**config.mk**
```make
export PLATFORM = sky130hd
export DESIGN_NAME = gha_ctrl
export DESIGN_NICKNAME = d
export VERILOG_FILES = /design/src/design/assert_macros.svh /design/src/design/gha_pkg.sv /design/src/design/gha_ctrl.sv
export SDC_FILE = /design/constraint.sdc
export NUM_CORES = 1
export LEC_CHECK = 0
export ABC_AREA = 0
export BUFFER_PORTS_ARGS = -buffer_cell sky130_fd_sc_hd__buf_4
export CAP_MARGIN = 25
export CORE_AREA = 2 2 39 41
export CTS_BUF_LIST = sky130_fd_sc_hd__clkbuf_16
export DETAILED_ROUTE_END_ITERATION = 10
export DIE_AREA = 0 0 41 43
export PLACE_DENSITY = 0.54
export SETUP_SLACK_MARGIN = 0.2
export SLEW_MARGIN = 25
export SYNTH_ARGS = -nofsm -noshare
export SYNTH_HDL_FRONTEND = slang
export SYNTH_SLANG_ARGS = --single-unit
```
**constraint.sdc**
```tcl
create_clock -name clk -period 1.23 [get_ports clk]
set_input_delay 0.246 -clock clk [delete_from_list [all_inputs] [get_ports clk]]
set_output_delay 0.246 -clock clk [all_outputs]
set_load 0.05 [all_outputs]
```
**src/design/assert_macros.svh**
```systemverilog
// Assertion macros used by the allocator top level.
// Depends on nothing; included by the files that carry assertions.
`ifndef ASSERT_MACROS_SVH
`define ASSERT_MACROS_SVH

// The consequent must hold in the same cycle as the antecedent.
`define ASSERT_SAME(label, clk, rst_n, ante, cons) \
	label: assert property (@(posedge clk) disable iff (!rst_n) (ante) |-> (cons)) \
		else $error("same-cycle assertion failed");

// The consequent must hold in the cycle after the antecedent.
`define ASSERT_NEXT(label, clk, rst_n, ante, cons) \
	label: assert property (@(posedge clk) disable iff (!rst_n) (ante) |=> (cons)) \
		else $error("next-cycle assertion failed");

`endif

```
**src/design/gha_pkg.sv**
```systemverilog
// Types, codes and constants of the generational handle allocator.
// Used by the controller, the datapath and the top level; depends on nothing.
package gha_pkg;

	localparam int ID_W      = 8;
	localparam int VER_W     = 8;
	localparam int CHUNK_W   = 8;
	localparam int DEPTH     = 256;
	localparam int CNT_W     = 9;
	localparam int MAX_ID    = 255;
	localparam int RESET_CHUNK = 64;

	localparam logic [CHUNK_W-1:0] CHUNK_RESET = CHUNK_W'(RESET_CHUNK);
	localparam logic [ID_W-1:0]    FILL_LAST   = ID_W'(1 + RESET_CHUNK);
	localparam logic [ID_W-1:0]    MAX_ID_V    = ID_W'(MAX_ID);
	localparam logic [CNT_W-1:0]   DEPTH_V     = CNT_W'(DEPTH);

	localparam logic [1:0] OP_CREATE      = 2'd0;
	localparam logic [1:0] OP_DESTROY     = 2'd1;
	localparam logic [1:0] OP_DESTROY_ALL = 2'd2;

	localparam logic [1:0] ST_DONE    = 2'd0;
	localparam logic [1:0] ST_INVALID = 2'd1;
	localparam logic [1:0] ST_NO_ID   = 2'd2;

	typedef struct packed {
		logic [1:0]       operation;
		logic [ID_W-1:0]  handle_id;
		logic [VER_W-1:0] handle_version;
	} req_t;

	typedef struct packed {
		logic [1:0]       status;
		logic [ID_W-1:0]  granted_id;
		logic [VER_W-1:0] granted_version;
	} rsp_t;

	typedef enum logic [2:0] {
		S_FILL,
		S_IDLE,
		S_GROW,
		S_POP,
		S_POP_VER,
		S_POP_FIN,
		S_DES_CHK,
		S_RESULT
	} state_t;

	typedef struct packed {
		logic capture;
		logic grow_setup;
		logic grow_step;
		logic pop_rd;
		logic ver_rd_pop;
		logic ver_rd_des;
		logic pop_fin;
		logic des_eval;
		logic clear_all;
		logic res_done;
		logic res_noid;
		logic out_load;
	} ctl_t;

	typedef struct packed {
		logic count_le1;
		logic count_zero;
		logic grow_more;
		logic out_free;
	} sts_t;

endpackage

```
**src/design/gha_ctrl.sv**
```systemverilog
// Controller state machine of the handle allocator.
// Depends on gha_pkg; drives the datapath through gha_pkg::ctl_t commands.
module gha_ctrl (
	input  logic                 clk,
	input  logic                 arst_n,
	input  logic                 cmd_valid,
	input  logic [1:0]           cmd_op,
	input  gha_pkg::sts_t        sts,
	output logic                 ready,
	output gha_pkg::ctl_t        ctl
);

	gha_pkg::state_t state_q, state_nxt;

	always_ff @(posedge clk or negedge arst_n) begin
		if (!arst_n) begin
			state_q <= gha_pkg::S_FILL;
		end else begin
			state_q <= state_nxt;
		end
	end

	always_comb begin
		state_nxt = state_q;
		ctl       = '0;
		ready     = 1'b0;
		unique case (state_q)
			gha_pkg::S_FILL: begin
				if (sts.grow_more) begin
					ctl.grow_step = 1'b1;
				end else begin
					state_nxt = gha_pkg::S_IDLE;
				end
			end
			gha_pkg::S_IDLE: begin
				ready = 1'b1;
				if (cmd_valid) begin
					ctl.capture = 1'b1;
					unique case (cmd_op)
						gha_pkg::OP_CREATE: begin
							ctl.grow_setup = 1'b1;
							state_nxt = sts.count_le1 ? gha_pkg::S_GROW : gha_pkg::S_POP;
						end
						gha_pkg::OP_DESTROY: begin
							ctl.ver_rd_des = 1'b1;
							state_nxt = gha_pkg::S_DES_CHK;
						end
						gha_pkg::OP_DESTROY_ALL: begin
							ctl.clear_all = 1'b1;
							ctl.res_done  = 1'b1;
							state_nxt = gha_pkg::S_RESULT;
						end
						default: begin
							ctl.res_done = 1'b1;
							state_nxt = gha_pkg::S_RESULT;
						end
					endcase
				end
			end
			gha_pkg::S_GROW: begin
				if (sts.grow_more) begin
					ctl.grow_step = 1'b1;
				end else begin
					state_nxt = gha_pkg::S_POP;
				end
			end
			gha_pkg::S_POP: begin
				if (sts.count_zero) begin
					ctl.res_noid = 1'b1;
					state_nxt = gha_pkg::S_RESULT;
				end else begin
					ctl.pop_rd = 1'b1;
					state_nxt = gha_pkg::S_POP_VER;
				end
			end
			gha_pkg::S_POP_VER: begin
				ctl.ver_rd_pop = 1'b1;
				state_nxt = gha_pkg::S_POP_FIN;
			end
			gha_pkg::S_POP_FIN: begin
				ctl.pop_fin = 1'b1;
				state_nxt = gha_pkg::S_RESULT;
			end
			gha_pkg::S_DES_CHK: begin
				ctl.des_eval = 1'b1;
				state_nxt = gha_pkg::S_RESULT;
			end
			gha_pkg::S_RESULT: begin
				if (sts.out_free) begin
					ctl.out_load = 1'b1;
					state_nxt = gha_pkg::S_IDLE;
				end
			end
			default: begin
				state_nxt = gha_pkg::S_IDLE;
			end
		endcase
	end

endmodule

```
* Yosys cells after proc, flatten, opt, wreduce, memory -nomap -nowiden *
Index checks and enable logic that the tools add are counted.

storage, ports and cells
  flip-flop bits (word level) = 3
  bits of input ports = 9
  output and inout bits = 13
  logic and storage cells = 50

operators by class
  equal/unequal tests = 13
  mux-type cells = 30
  reduce and logical (&&, ||, !) cells = 6

operator list
  operator              count
  $pmux W3 S7           1
  $mux W1               19
  $eq A3 B3 Y1 const B  4
  $mux W3               4
  $mux W2               5
  $ne A2 B2 Y1 const B  4
  $eq A3 B2 Y1 const B  2
  $pmux W3 S2           1
  $reduce_or A2 Y1      3
  $reduce_and A4 Y1     1
  $eq A3 B1 Y1 const B  1
  $logic_not A3 Y1      1
  $eq A2 B1 Y1 const B  1
  $eq A2 B2 Y1 const B  1
  $logic_not A2 Y1      1

* Longest topological paths before layout *
  depth in word-level cells = 5
  depth in mapped cells = 4

* Least setup slack after synthesis *
No wires, ideal clock.

  path kind = register to output
  start point = reg state_q[2]
  end point = out ctl[10] (netlist bit)
  arrival time = 2.454 ns
  data required time = 0.984 ns
  slack = -1.470 ns
  cell stages (with the launch flop) = 4
  buffers on the path = 0
  cells stage by stage = dfrtp_1 nor3b_2 nand2_1 nor3_1

RTL lines
  element                   RTL line        RTL
  start: declaration        gha_ctrl.sv:13  gha_pkg::state_t state_q, state_nxt;
  start signal: assignment  gha_ctrl.sv:17  state_q <= gha_pkg::S_FILL;
  start signal: assignment  gha_ctrl.sv:19  state_q <= state_nxt;
  end: declaration          gha_ctrl.sv:10  output gha_pkg::ctl_t ctl

==> results.toml <==
[run_status]
status = "finished, violations left"
violations = "negative setup slack"

[global_route]
track_usage_pct = 15.58
grt_max_degree = 14
grt_pass1_wl_mm = 1.800
antenna_found_initial = 0
grt_overflow = 0
grt_pass1_vias = 447

[synthesis]
postSynthCellCount = 40
synth_cell_types = 23
avgSynthCellArea_um2 = 8.508
synth.yosys.seq_area_share_pct = 22.06
syn_area_um2 = 340.3
syn-num-nets = 49
yosysWarnings = 0
synthArstFlopShare_pct = 100.0
ys_ff_latch = 3
synth_edf_count = 0
synthFlopType = "dfrtp_1"

[sta]
finalSetupViolations = 16
hold_violations = 0
finClkSkew_ps = 1.042
setup_tns_ps = -5174
rsz0062_at_grt = "yes"
max_freq_ghz = 0.6116
period_needed_ps = 1635
slew_viol_final = 0
final.setup.worst_slack_ps = -404.9
whs_ps = 346.8
maxSlewHeadroom_pct = 81.76
period_share_pct = 132.9
worstMarginPinSlew_ps = 271.3

[finish]
final_util_pct = 66.55
top_regs = "state_q x3"
layout-drive-gt1-share_pct = 76.83
finalNonFillerCells = 98
final_cell_area_um2 = 920.9
fill_cells = 103
multiInputGateArea_um2 = 339.1
fin_nets = 92
antenna_cells = 0
largest_register_ffs = 3
seqCellArea_um2 = 75.07
regMostFlops = "state_q"
area_growth_pct = 170.6

[detailed_routing]
post-route-drc-count = 0
vias = 450
viasPerCell = 4.592
wl_per_cell_um = 11.74
drt_first_pass_iters = 1
ant_nets = 0
wl_mm = 1.151
drtIter0Drc = 0

[pwr]
powerDensity_nw_per_um2 = 2401
netSwitchingPower_mw = 0.8935
finalPower_mw = 2.211
p_int_mw = 1.317
vdd_drop_max_v = 0.001739
power_frac_clock_pct = 22.8
pwr-share-comb_pct = 69.0
seqPwrFrac_pct = 8.3
switching_share_pct = 40.41
power.leakage_nw = 0.4516

[critical_path]
rr_startpoint = "state_q[2]"
end_kind = "output port"
startpoint = "state_q[2]"
r2r_end = "state_q[0]"
timing.critical_path.arrival_ps = 1390
crit_required_ps = 980
reg2reg_slack_ps = -340
reg2reg_depth = 8
critPathLaunchType = "register"
critPathKind = "register to output port"
crit_fanout = 3

[placement]
place_congestion = 0.7043
place_ws_ps = -211.4
placed_area_um2 = 619.3
portBuffers = 21
hpwlAfterDp_um = 712.6
post-place-cells = 81

[clocking]
worst_skew_pair.late_latency_ps = 220
h-tree-depth = 1
cts.sinks = 3
numCtsBuffers = 3
clk_pin_slew_ps = 30
cts_tree = "done"
max-clock-path-buffers = 2
cts.root.buffer_cell = "clkbuf_16"

[floorplan]
num_rows = 14
fp.dieArea_um2 = 1763
ioPinCount = 22
die_y_um = 43
start_util_pct = 24.59
core_um2 = 1384
die_x_um = 41

[worst_hold_path]
min_path_type = "input port to async pin"

[flow_run]
cap_violations = 0
==> power by group through the flow <==
stage | clock [mW] | combinational, mW | sequential [mW]
5_1_grt | 0.520 | 1.61 | 0.187
3_3_place_gp | 0 | 1.09 | 0.177
2_1_floorplan | 0 | 0.803 | 0.194
4_1_cts | 0.515 | 1.42 | 0.183
3_5_place_dp | 0 | 1.09 | 0.180
6_report | 0.503 | 1.52 | 0.183
==> logic make-up (layout without fill, tap and decap cells) <==
family	count (synthesis)	in the layout	share of synthesized area [%]
AND/OR/NAND/NOR	26	26	55.15
buffers and inverters	4	46	8.086
AO/OA/AOI/OAI	7	7	14.71
flip-flops	3	3	22.06
==> routing by layer <==
metal	global-route usage (%)	wire length, um	vias up	share of wire (%)
met5	0	0	-	0
met4	10.00	16	0	1.4
met3	5.759	26	2	2.3
met2	25.62	634	8	55
met1	15.16	473	212	41
li1	-	-	228	-
==> cell type report <==
cell class,count,area share [%]
Clock buffer,3,8.152
Clock inverter,1,0.4076
Inverter,1,0.4076
Multi-Input combinational cell,33,36.82
Sequential cell,3,8.152
Tap cell,16,2.174
Timing Repair Buffer,41,43.89
==> synth_stat cells (2+ instances only) <==
master | n | area, um2
nor2_1 | 6 | 22.52
nor3b_1 | 2 | 15.01
nand2_1 | 3 | 11.26
nor3b_2 | 3 | 37.54
and3b_1 | 2 | 17.52
o21ai_0 | 2 | 10.01
o21bai_1 | 2 | 15.01
dfrtp_1 | 3 | 75.07
and2b_1 | 2 | 15.01
nor3_1 | 2 | 10.01
==> cell usage in the layout, fill, tap and decap left out, drive strengths merged <==
| master | count |
|---|---|
| o21ai | 2 |
| nand3 | 1 |
| nand2b | 1 |
| or2 | 1 |
| and2b | 2 |
| dfrtp | 3 |
| inv | 2 |
| o31ai | 1 |
| and3b | 2 |
| nand2 | 3 |
| nor2 | 6 |
| nor3 | 2 |
| nor4bb | 1 |
| o21bai | 2 |
| nor3b | 5 |
| dlygate4sd3 | 1 |
| and4b | 1 |
| clkbuf | 3 |
| buf | 40 |
| a211oi | 1 |
| and3 | 1 |
| a32o | 1 |
==> what timing repair did <==
item | 4_1_cts | 5_1_grt
buffers inserted | 10 | 2
setup endpoints to repair | 16 | 16
endpoints found under the hold margin | 3 | 0
resized for setup | 27 | 7
cloned | 0 | 0
hold buffers | 1 | 0
pin swaps | 3 | 3
==> critical path: stages (launching register included) <==
cell	delay, ps
dfrtp_1	390
nor3b_4	250
and3_4	230
and2b_4	150
buf_8	140
==> how the worst max path moves through the flow <==
stage | end | depth (start not counted)
6_report | ctl[3] | 4
3_3_place_gp | ctl[6] | 4
3_5_place_dp | ctl[3] | 4
5_1_grt | ctl[3] | 4
2_1_floorplan | ctl[6] | 3
4_1_cts | ctl[6] | 4
Note: power is estimated with default switching activity, not from simulation.
